--- src/hw/rtl/wrbt_pkg.sv ---
// ----------------------------------------------------------------------------
// wrbt_pkg
// Shared types and constants for the windowed rate baseline tracker.
// ----------------------------------------------------------------------------
package wrbt_pkg;

   localparam logic [1:0] MODE_RECORD = 2'd0;
   localparam logic [1:0] MODE_QUERY  = 2'd1;
   localparam logic [1:0] MODE_CLEAR  = 2'd2;
   localparam logic [1:0] MODE_NOP    = 2'd3;

   localparam logic [15:0] FLOOR_RESET   = 16'd3277;
   localparam logic [15:0] CEILING_RESET = 16'd49152;
   localparam logic [15:0] RATIO_ONE     = 16'd16384;

   localparam logic CSR_FLOOR   = 1'b0;
   localparam logic CSR_CEILING = 1'b1;

   // divider: 64-bit dividend, 36-bit divisor, quotient saturated to 32 bits
   localparam int DIV_NUM_W = 64;
   localparam int DIV_DEN_W = 36;

   typedef enum logic [3:0] {
      ST_IDLE,
      ST_DIV_TOK,
      ST_WAIT_TOK,
      ST_REC_UPD,
      ST_REC_SUB,
      ST_REC_ADD,
      ST_DIV_AVG,
      ST_WAIT_AVG,
      ST_Q_DIV,
      ST_Q_WAIT,
      ST_Q_CLAMP,
      ST_OUT
   } state_type;

   typedef struct packed {
      logic [15:0] speed_ratio;
      logic [31:0] baseline_time;
      logic [31:0] min_time;
      logic [31:0] max_time;
      logic [4:0]  samples_held;
      logic        skipped;
   } rsp_type;

   typedef struct packed {
      logic [1:0]  mode;
      logic [23:0] elapsed_ms;
      logic [19:0] token_count;
   } req_type;

endpackage

--- src/hw/rtl/wrbt_if.sv ---
// ----------------------------------------------------------------------------
// wrbt channel interfaces
// Valid/ready channels for requests, responses and register writes.
// ----------------------------------------------------------------------------
interface wrbt_req_if;
   logic                 valid;
   logic                 ready;
   wrbt_pkg::req_type    payload;
   modport source (output valid, output payload, input ready);
   modport sink   (input valid, input payload, output ready);
endinterface

interface wrbt_rsp_if;
   logic                 valid;
   logic                 ready;
   wrbt_pkg::rsp_type    payload;
   modport source (output valid, output payload, input ready);
   modport sink   (input valid, input payload, output ready);
endinterface

interface wrbt_csr_if;
   logic        valid;
   logic        ready;
   logic        index;
   logic [15:0] data;
   modport source (output valid, output index, output data, input ready);
   modport sink   (input valid, input index, input data, output ready);
endinterface

--- src/hw/rtl/wrbt_divider.sv ---
// ----------------------------------------------------------------------------
// wrbt_divider
// Restoring radix-2 divider, one quotient bit per cycle, 32-bit saturation.
// ----------------------------------------------------------------------------
module wrbt_divider (
   input  logic                                clock,
   input  logic                                reset,
   input  logic                                start,
   input  logic [wrbt_pkg::DIV_NUM_W-1:0]      numer,
   input  logic [wrbt_pkg::DIV_DEN_W-1:0]      denom,
   output logic                                done,
   output logic [31:0]                         quot
);
   localparam int NW = wrbt_pkg::DIV_NUM_W;
   localparam int DW = wrbt_pkg::DIV_DEN_W;
   localparam int CW = $clog2(NW + 1);

   logic [NW-1:0] num_ff, num_in;
   logic [DW:0]   rem_ff, rem_in;
   logic [DW-1:0] den_ff, den_in;
   logic [NW-1:0] q_ff, q_in;
   logic [CW-1:0] cnt_ff, cnt_in;
   logic          busy_ff, busy_in;
   logic          done_ff, done_in;
   logic [DW:0]   trial;
   logic [DW:0]   diff;

   assign trial = {rem_ff[DW-1:0], num_ff[NW-1]};
   assign diff  = trial - {1'b0, den_ff};

   always_comb begin
      num_in  = num_ff;
      rem_in  = rem_ff;
      den_in  = den_ff;
      q_in    = q_ff;
      cnt_in  = cnt_ff;
      busy_in = busy_ff;
      done_in = 1'b0;
      if (start) begin
         num_in  = numer;
         den_in  = denom;
         rem_in  = '0;
         q_in    = '0;
         cnt_in  = CW'(NW);
         busy_in = 1'b1;
      end else if (busy_ff) begin
         num_in = {num_ff[NW-2:0], 1'b0};
         if (!diff[DW]) begin
            rem_in = diff;
            q_in   = {q_ff[NW-2:0], 1'b1};
         end else begin
            rem_in = trial;
            q_in   = {q_ff[NW-2:0], 1'b0};
         end
         cnt_in = cnt_ff - 1'b1;
         if (cnt_ff == CW'(1)) begin
            busy_in = 1'b0;
            done_in = 1'b1;
         end
      end
   end

   always_ff @(posedge clock) begin
      if (reset) begin
         busy_ff <= 1'b0;
         done_ff <= 1'b0;
         cnt_ff  <= '0;
      end else begin
         busy_ff <= busy_in;
         done_ff <= done_in;
         cnt_ff  <= cnt_in;
      end
      num_ff <= num_in;
      rem_ff <= rem_in;
      den_ff <= den_in;
      q_ff   <= q_in;
   end

   assign done = done_ff;
   assign quot = (|q_ff[NW-1:32]) ? 32'hFFFF_FFFF : q_ff[31:0];
endmodule

--- src/hw/rtl/windowed_rate_baseline_tracker_unit.sv ---
// ----------------------------------------------------------------------------
// windowed_rate_baseline_tracker_unit
// Per-token time tracker with ring-buffer moving average and ratio query.
// ----------------------------------------------------------------------------
//  channel | dir | payload
//  req     | in  | mode, elapsed_ms, token_count
//  rsp     | out | speed_ratio, baseline_time, min_time, max_time, samples_held, skipped
//  csr     | in  | index (0 floor, 1 ceiling), data
//
// One item at a time. A divider pass is a start state, then a wait over the 64
// quotient bits. A record makes two passes (token time, then average); a query
// that divides makes two (token time, ratio) and a clamp. Clear, skip, no-op and
// a query answered 1.0 go straight to the response. The next request is taken in
// the cycle after the response transfer. Reset is synchronous; the ring holds no
// valid bits. A stalled response holds the unit and with it the next request.
module windowed_rate_baseline_tracker_unit #(
   parameter int WINDOW_DEPTH = 16
) (
   input  logic       clock,
   input  logic       reset,
   wrbt_req_if.sink   req,
   wrbt_rsp_if.source rsp,
   wrbt_csr_if.sink   csr
);
   localparam int AW = (WINDOW_DEPTH > 1) ? $clog2(WINDOW_DEPTH) : 1;
   localparam int NW = $clog2(WINDOW_DEPTH + 1);
   localparam int SW = 32 + NW;

   wrbt_pkg::state_type state_ff, state_in;
   wrbt_pkg::req_type   item_ff;

   logic [31:0]   ring [WINDOW_DEPTH];
   logic [31:0]   old_ff;
   logic [SW-1:0] sum_ff;
   logic [NW-1:0] cnt_ff;
   logic [AW-1:0] slot_ff;
   logic [31:0]   lo_ff, hi_ff, avg_ff, tok_time_ff;
   logic [15:0]   floor_ff, ceil_ff, ratio_ff;
   logic          skip_ff;

   logic                             div_start;
   logic [wrbt_pkg::DIV_NUM_W-1:0]   div_num;
   logic [wrbt_pkg::DIV_DEN_W-1:0]   div_den;
   logic                             div_done;
   logic [31:0]                      div_q;
   logic                             full;

   assign full = (cnt_ff == NW'(WINDOW_DEPTH));

   wrbt_divider u_div (
      .clock(clock), .reset(reset), .start(div_start),
      .numer(div_num), .denom(div_den), .done(div_done), .quot(div_q)
   );

   assign req.ready = (state_ff == wrbt_pkg::ST_IDLE);
   assign csr.ready = 1'b1;
   assign rsp.valid = (state_ff == wrbt_pkg::ST_OUT);
   // all sources are stable while the response waits
   assign rsp.payload = '{speed_ratio:   ratio_ff,
                          baseline_time: avg_ff,
                          min_time:      lo_ff,
                          max_time:      hi_ff,
                          samples_held:  5'(cnt_ff),
                          skipped:       skip_ff};

   // next state
   always_comb begin
      state_in = state_ff;
      unique case (state_ff)
         wrbt_pkg::ST_IDLE: begin
            if (req.valid) begin
               unique case (req.payload.mode)
                  wrbt_pkg::MODE_RECORD:
                     state_in = (req.payload.token_count == '0) ? wrbt_pkg::ST_OUT
                                                                : wrbt_pkg::ST_DIV_TOK;
                  wrbt_pkg::MODE_QUERY:
                     state_in = (req.payload.token_count == '0 || cnt_ff == '0 ||
                                 avg_ff == '0) ? wrbt_pkg::ST_OUT : wrbt_pkg::ST_DIV_TOK;
                  default: state_in = wrbt_pkg::ST_OUT;
               endcase
            end
         end
         wrbt_pkg::ST_DIV_TOK:  state_in = wrbt_pkg::ST_WAIT_TOK;
         wrbt_pkg::ST_WAIT_TOK:
            if (div_done)
               state_in = (item_ff.mode == wrbt_pkg::MODE_QUERY) ? wrbt_pkg::ST_Q_DIV
                                                                 : wrbt_pkg::ST_REC_UPD;
         wrbt_pkg::ST_REC_UPD:  state_in = wrbt_pkg::ST_REC_SUB;
         wrbt_pkg::ST_REC_SUB:  state_in = wrbt_pkg::ST_REC_ADD;
         wrbt_pkg::ST_REC_ADD:  state_in = wrbt_pkg::ST_DIV_AVG;
         wrbt_pkg::ST_DIV_AVG:  state_in = wrbt_pkg::ST_WAIT_AVG;
         wrbt_pkg::ST_WAIT_AVG: if (div_done) state_in = wrbt_pkg::ST_OUT;
         wrbt_pkg::ST_Q_DIV:    state_in = wrbt_pkg::ST_Q_WAIT;
         wrbt_pkg::ST_Q_WAIT:   if (div_done) state_in = wrbt_pkg::ST_Q_CLAMP;
         wrbt_pkg::ST_Q_CLAMP:  state_in = wrbt_pkg::ST_OUT;
         wrbt_pkg::ST_OUT:      if (rsp.ready) state_in = wrbt_pkg::ST_IDLE;
         default:               state_in = wrbt_pkg::ST_IDLE;
      endcase
   end

   // divider operand select
   always_comb begin
      div_start = 1'b0;
      div_num   = '0;
      div_den   = '0;
      unique case (state_ff)
         wrbt_pkg::ST_DIV_TOK: begin
            div_start = 1'b1;
            div_num   = {24'd0, item_ff.elapsed_ms, 16'd0};
            div_den   = {16'd0, item_ff.token_count};
         end
         wrbt_pkg::ST_DIV_AVG: begin
            div_start = 1'b1;
            div_num   = wrbt_pkg::DIV_NUM_W'(sum_ff);
            div_den   = wrbt_pkg::DIV_DEN_W'(cnt_ff);
         end
         wrbt_pkg::ST_Q_DIV: begin
            div_start = 1'b1;
            div_num   = {18'd0, tok_time_ff, 14'd0};
            div_den   = {4'd0, avg_ff};
         end
         default: ;
      endcase
   end

   always_ff @(posedge clock) begin
      if (reset) begin
         state_ff <= wrbt_pkg::ST_IDLE;
         floor_ff <= wrbt_pkg::FLOOR_RESET;
         ceil_ff  <= wrbt_pkg::CEILING_RESET;
         sum_ff   <= '0;
         cnt_ff   <= '0;
         slot_ff  <= '0;
         lo_ff    <= '0;
         hi_ff    <= '0;
         avg_ff   <= '0;
      end else begin
         state_ff <= state_in;
         if (csr.valid) begin
            if (csr.index == wrbt_pkg::CSR_FLOOR) floor_ff <= csr.data;
            else                                  ceil_ff  <= csr.data;
         end
         unique case (state_ff)
            wrbt_pkg::ST_IDLE:
               if (req.valid && req.payload.mode == wrbt_pkg::MODE_CLEAR) begin
                  sum_ff  <= '0;
                  cnt_ff  <= '0;
                  slot_ff <= '0;
                  lo_ff   <= '0;
                  hi_ff   <= '0;
                  avg_ff  <= '0;
               end
            wrbt_pkg::ST_REC_UPD: begin
               if (cnt_ff == '0) begin
                  lo_ff <= tok_time_ff;
                  hi_ff <= tok_time_ff;
               end else begin
                  if (tok_time_ff < lo_ff) lo_ff <= tok_time_ff;
                  if (tok_time_ff > hi_ff) hi_ff <= tok_time_ff;
               end
            end
            wrbt_pkg::ST_REC_SUB:
               if (full) sum_ff <= sum_ff - SW'(old_ff);
            wrbt_pkg::ST_REC_ADD: begin
               sum_ff  <= sum_ff + SW'(tok_time_ff);
               slot_ff <= (slot_ff == AW'(WINDOW_DEPTH - 1)) ? '0 : slot_ff + 1'b1;
               if (!full) cnt_ff <= cnt_ff + 1'b1;
            end
            wrbt_pkg::ST_WAIT_AVG:
               if (div_done) avg_ff <= div_q;
            default: ;
         endcase
      end
   end

   // ring memory: read old entry, then overwrite
   always_ff @(posedge clock) begin
      if (state_ff == wrbt_pkg::ST_REC_UPD) old_ff <= ring[slot_ff];
      if (state_ff == wrbt_pkg::ST_REC_ADD) ring[slot_ff] <= tok_time_ff;
   end

   // payload path
   always_ff @(posedge clock) begin
      if (state_ff == wrbt_pkg::ST_IDLE && req.valid) begin
         item_ff  <= req.payload;
         skip_ff  <= (req.payload.mode == wrbt_pkg::MODE_RECORD &&
                      req.payload.token_count == '0);
         ratio_ff <= (req.payload.mode == wrbt_pkg::MODE_QUERY) ? wrbt_pkg::RATIO_ONE : '0;
      end
      if (state_ff == wrbt_pkg::ST_WAIT_TOK && div_done) tok_time_ff <= div_q;
      if (state_ff == wrbt_pkg::ST_Q_WAIT && div_done) begin
         if (div_q < 32'(floor_ff))      ratio_ff <= floor_ff;
         else if (div_q > 32'(ceil_ff))  ratio_ff <= ceil_ff;
         else                            ratio_ff <= div_q[15:0];
      end
   end
endmodule
--- src/flat_wrapper.sv ---
// flat-port wrapper written by rule: the top's interface ports become plain ports
module windowed_rate_baseline_tracker_unit_flat 
#(
   parameter int WINDOW_DEPTH = 16
)
  (clock, reset, req_valid, req_payload, req_ready, rsp_valid, rsp_payload, rsp_ready, csr_valid, csr_index, csr_data, csr_ready);
  wrbt_req_if req_i ();
  wrbt_rsp_if rsp_i ();
  wrbt_csr_if csr_i ();
  input  logic clock;
  input  logic reset;
  input wire logic [$bits(req_i.valid)-1:0] req_valid;
  input wire logic [$bits(req_i.payload)-1:0] req_payload;
  output wire logic [$bits(req_i.ready)-1:0] req_ready;
  output wire logic [$bits(rsp_i.valid)-1:0] rsp_valid;
  output wire logic [$bits(rsp_i.payload)-1:0] rsp_payload;
  input wire logic [$bits(rsp_i.ready)-1:0] rsp_ready;
  input wire logic [$bits(csr_i.valid)-1:0] csr_valid;
  input wire logic [$bits(csr_i.index)-1:0] csr_index;
  input wire logic [$bits(csr_i.data)-1:0] csr_data;
  output wire logic [$bits(csr_i.ready)-1:0] csr_ready;
  assign req_i.valid = req_valid;
  assign req_i.payload = req_payload;
  assign req_ready = req_i.ready;
  assign rsp_valid = rsp_i.valid;
  assign rsp_payload = rsp_i.payload;
  assign rsp_i.ready = rsp_ready;
  assign csr_i.valid = csr_valid;
  assign csr_i.index = csr_index;
  assign csr_i.data = csr_data;
  assign csr_ready = csr_i.ready;
  windowed_rate_baseline_tracker_unit #(.WINDOW_DEPTH(WINDOW_DEPTH)) u_core (.clock(clock), .reset(reset), .req(req_i), .rsp(rsp_i), .csr(csr_i));
endmodule
--- config.mk ---
export PLATFORM = sky130hd
export DESIGN_NAME = windowed_rate_baseline_tracker_unit_flat
export DESIGN_NICKNAME = d
export VERILOG_FILES = /design/src/hw/rtl/wrbt_pkg.sv /design/src/hw/rtl/wrbt_if.sv /design/src/hw/rtl/wrbt_divider.sv /design/src/hw/rtl/windowed_rate_baseline_tracker_unit.sv /design/src/flat_wrapper.sv
export SDC_FILE = /design/constraint.sdc
export NUM_CORES = 2
export LEC_CHECK = 0
export BUFFER_PORTS_ARGS = -buffer_cell sky130_fd_sc_hd__buf_2
export CELL_PAD_IN_SITES_DETAIL_PLACEMENT = 1
export CELL_PAD_IN_SITES_GLOBAL_PLACEMENT = 1
export CORE_ASPECT_RATIO = 0.7
export CORE_UTILIZATION = 52
export CTS_CLUSTER_SIZE = 12
export DETAILED_ROUTE_END_ITERATION = 8
export GPL_TIMING_DRIVEN = 1
export PLACE_DENSITY = 0.78
export SLEW_MARGIN = 25
export SYNTH_ARGS = -nofsm -noshare
export SYNTH_HDL_FRONTEND = slang
export SYNTH_HIERARCHICAL = 1
export SYNTH_SLANG_ARGS = --single-unit
--- constraint.sdc ---
create_clock -name clock -period 5.2 [get_ports clock]
set_input_delay 0.52 -clock clock [delete_from_list [all_inputs] [get_ports clock]]
set_output_delay 0.52 -clock clock [all_outputs]
set_load 0.01 [all_outputs]
==> impl_results.md <==
- Critical-path cell list: or4_4, or3_1, or2_1, nand2b_2, nor2b_4, buf_4, nand2b_1, xnor2_1, a21oi_1, ha_1, nand3_1, a21oi_1, a211oi_1, o21ai_0, nor2_1, o41ai_1, a31oi_2, mux2_2, a221o_1
- Post-synth top flop: sky130_fd_sc_hd__edfxtp_1
- Via count normalized by instance count: 6.40
- X dimension of the die: around 360 µm
- Clock tree from TritonCTS: yes
- Number of H-tree levels: 3
- Final worst clock skew: 0.0378 ns
- Netlist area before placement: 0.0464 mm²
- Headroom to the max-slew limit: approximately 31%
- Worst Hold Margin: roughly 0.034 ns
- Max clock buf depth: 3
- Worst-path maximum fanout: 7
- Slew at the pin with the worst max-slew slack: 1.04 ns
- Largest net degree at the start of global routing: between 100 and 150
- Area added between synthesis and finish: 12.8%
- Vias in the first global route: 32300
- Peak supply drop: 0.448 mV
- Initial antenna violation count: 8
- Unrepaired setup endpoints after global routing: false
- Post-synth EDFFs: between 700 and 800
- Final core utilization: 59.3%
- Clk Latency, worst-skew pair: 0.71 ns
- Static leakage: 18.0 nW
- Share of the clock period used by the worst path: between 90% and 100%
- Max Slew Vio Count: 0
- Overall Global Routing Usage: 31.7%
- HPWL reported at the end of detailed placement: about 96000 µm
- Required arrival time at the worst endpoint: roughly 5.8 ns
- First-pass GRT wire length: 212000 µm
- Most numerous cell on the critical path: sky130_fd_sc_hd__a21oi_1
- Drt first pass iters: 5
- Sum of negative setup slack: 0 ns
- Async set or reset register ratio after synthesis: 0%
- Worst-path cell with the longest stage delay: sky130_fd_sc_hd__or4_4
- Post-route minimum period: approximately 5 ns
- Maximum single-stage delay on the critical path: 0.55 ns
- Fill cell total of the finished layout: 8581
- Upper clock frequency limit: 0.200 GHz
- Vertical die dimension: roughly 250 µm
- Instance count of the mapped netlist: roughly 3500
- Critical path launch point type: flop
- Synth Warn #: 6
- Flop2flop setup slack: ~0.20 ns
- CTS Sinks: between 1000 and 1500
- Category of the critical setup timing path: flop to flop
- Area of the core: between 0.08 and 0.09 mm²
- Number of remaining DRC errors: 0
- Launch point of the worst hold path: req_payload[11]
- # setup viols final: 0
- Mux contribution to synthesized area: about an eighth
- Startpoint of the most critical register-to-register path: u_core/old_ff[5]$_DFFE_PP_
- Depth of the worst hold-timing path: 1
- Proportion of layout cells with a drive suffix above 1: 18.4%
- Syn Area/Cell: 13.3 µm²
- Area taken by flip-flops and latches: 0.0279 mm²
- Xor-xnor portion of the synthesized cell area: 1.91%
- Compound-cell area share of the yosys netlist: 9.60%
- Number of synthesized register bits: 1026
- Final Routed Wirelength: 144000 µm
- Power density normalized to cell area: around 460 mW/mm²
- Max-cap violations: 0
- Number of nets in the finished design: approximately 4000
- Status: finished clean
- Reg2reg end: u_core/sum_ff[36]$_SDFFE_PP0P_
- CP bufs+invs: 1
- Effective utilization at floorplan: 52.5%
- Die Area: 0.0904 mm²
- Synth Area in Adders: 4.81%
- CTS clk-pin slew, worst paths: 0.06 ns
- Area fraction in and, or, nand and nor cells after synthesis: 8.78%
- Port bufs: 187
- Distinct cell type count after synthesis: 90
- Post-CTS setup repair buffer count: 0
- TritonCTS Buffers: 100
- Class of the most critical hold timing path: primary input to flop
- Worst path arrival time: 5.58 ns
- Clk root buf: sky130_fd_sc_hd__clkbuf_16
- Sequential fraction of the synthesis area: 60.3%
- Endpoint class of the critical path: flop
- Total global routing overflow: 0
- Routability Congestion: 0.920
- Logic depth of the worst register-to-register path: 19
- Main combinational cell family by area after synthesis: multiplexers
- Final hold vios: 0
- Cell count after placement: 4779
- Placement Rows: 91
- Remaining number of nets flagged by the antenna check after routing: 0
- First-iteration detailed-routing DRC count: 3558
- Ports placed on the boundary: 189
- Cell type group with the largest total delay on the critical path: simple AND/OR/NAND/NOR gates
- Hold-critical path endpoint: u_core/item_ff[11]$_DFFE_PP_
- Area used by multi-input combinational logic: 0.0173 mm²
- Layout Cells excl Fill: 4966
- Detail-routed net length per standard cell: 29.1 µm
- Total via count in the routed design: roughly 32000
==> metal layers <==
metal | global-route usage [%] | wire [µm] | vias up
met5 | 0 | 27 | -
met4 | 9.68 | 4550 | 4
met3 | 6.84 | 13100 | 268
met2 | 48.5 | 64900 | 1460
met1 | 45.4 | 61800 | 16400
li1 | - | - | 13700
==> sequential cells by signal, indices dropped and copies added, names as in the netlist, 4 cells and up <==
register,cells
u_core/tok_time_ff,32
u_core/u_div/cnt_ff,7
u_core/cnt_ff,5
u_core/u_div/q_ff,64
u_core/u_div/den_ff,36
u_core/ceil_ff,16
u_core/u_div/num_ff,64
u_core/old_ff,32
u_core/floor_ff,16
u_core/slot_ff,4
u_core/avg_ff,32
u_core/ratio_ff,16
u_core/u_div/rem_ff,36
u_core/item_ff,46
u_core/hi_ff,32
u_core/sum_ff,37
u_core/lo_ff,32
u_core/state_ff,4
u_core/ring,512
==> where the power goes <==
part	internal (mW)	total (mW)	switching, mW
logic	2.52	6.49	3.97
registers	9.89	10.4	0.551
clock network	3.75	6.90	3.14
==> cells by family (layout without fill, tap and decap cells) <==
group,Yosys count,after routing
adder cells (fa/ha/maj),177,177
AND/OR/NAND/NOR,851,851
flip-flops,1026,1026
other,2,27
XOR/XNOR,99,99
buffers and inverters,351,631
multiplexers,333,333
AO/OA/AOI/OAI,660,660
==> area by class of cell <==
class	instances	share of cell area (%)
Antenna cell	4	0.0191
Clock buffer	148	5.32
Clock inverter	16	0.407
Inverter	160	1.15
Multi-Input combinational cell	2143	33.1
Sequential cell	1026	53.4
Tap cell	1162	2.78
Timing Repair Buffer	307	3.74
==> timing repair <==
| item | in CTS | in global routing |
|---|---|---|
| hold endpoints to repair | 18 | 0 |
| resized for setup | 0 | 5 |
| hold buffers | 18 | 0 |
| setup endpoints to repair | 0 | 2 |
==> cells in the final DEF (no fill, tap or decap), types with 18 or more instances in the layout <==
master and instances:
sky130_fd_sc_hd__and2_1 40, sky130_fd_sc_hd__nor4_1 35, sky130_fd_sc_hd__dlygate4sd3_1 18, sky130_fd_sc_hd__nand4_1 39, sky130_fd_sc_hd__buf_4 98, sky130_fd_sc_hd__xor2_1 52, sky130_fd_sc_hd__mux2_2 66, sky130_fd_sc_hd__o21ai_0 66
sky130_fd_sc_hd__a22o_1 88, sky130_fd_sc_hd__ha_1 175, sky130_fd_sc_hd__a21o_1 73, sky130_fd_sc_hd__xnor2_1 46, sky130_fd_sc_hd__conb_1 23, sky130_fd_sc_hd__buf_2 186, sky130_fd_sc_hd__nand2b_1 21, sky130_fd_sc_hd__mux2i_1 107
sky130_fd_sc_hd__inv_1 157, sky130_fd_sc_hd__edfxtp_1 739, sky130_fd_sc_hd__nor2_1 219, sky130_fd_sc_hd__a21oi_1 204, sky130_fd_sc_hd__nand2_1 250, sky130_fd_sc_hd__or3_1 42, sky130_fd_sc_hd__nor2b_1 18, sky130_fd_sc_hd__mux4_2 160
sky130_fd_sc_hd__o21a_1 18, sky130_fd_sc_hd__a22oi_1 29, sky130_fd_sc_hd__clkbuf_16 102, sky130_fd_sc_hd__clkbuf_1 39, sky130_fd_sc_hd__a211oi_1 58, sky130_fd_sc_hd__dfxtp_1 283, sky130_fd_sc_hd__nor3_1 33, sky130_fd_sc_hd__nand3_1 73
==> worst max path at each step <==
stage                                          from                                    to  slack [ns]  cells after the start
finish                   u_core/old_ff[5]$_DFFE_PP_        u_core/sum_ff[36]$_SDFFE_PP0P_        0.20                     19
global route             u_core/old_ff[5]$_DFFE_PP_        u_core/sum_ff[36]$_SDFFE_PP0P_        0.02                     17
CTS                      u_core/old_ff[5]$_DFFE_PP_        u_core/sum_ff[36]$_SDFFE_PP0P_        0.15                     18
detailed placement       u_core/old_ff[5]$_DFFE_PP_        u_core/sum_ff[36]$_SDFFE_PP0P_        0.21                     17
global placement         u_core/old_ff[6]$_DFFE_PP_        u_core/sum_ff[36]$_SDFFE_PP0P_        0.31                     17
floorplan           u_core/state_ff[3]$_SDFFE_PP0P_  u_core/u_div/num_ff[0]$_SDFFCE_PN0P_        0.40                      9
==> through the flow <==
step / area, µm² / setup slack (ns) / total power, mW
2_1_floorplan: 46400 / 0.404 / 15.2
3_3_place_gp: 49000 / 0.308 / 16.6
3_5_place_dp: 49100 / 0.214 / 16.9
4_1_cts: 52200 / 0.152 / 23.8
5_1_grt: 52300 / 0.0213 / 24.8
6_report: 52300 / 0.199 / 23.8
==> Yosys cell counts (all sizes together) (47+ instances only) <==
cell / n / area share [%]
nor2: 233 / 1.9
mux4: 160 / 7.8
xnor2: 47 / 0.93
ha: 175 / 4.7
dfxtp: 287 / 12
mux2i: 107 / 2.3
a211oi: 60 / 0.99
o21ai: 82 / 0.92
a21oi: 205 / 2.2
nand3: 74 / 0.81
edfxtp: 739 / 48
a22o: 88 / 1.7
mux2: 66 / 1.6
a21o: 73 / 1.2
xor2: 52 / 0.98
nand2: 253 / 2.1
inv: 160 / 1.3
clkbuf: 145 / 1.2
(Power assumes the default switching activity.)
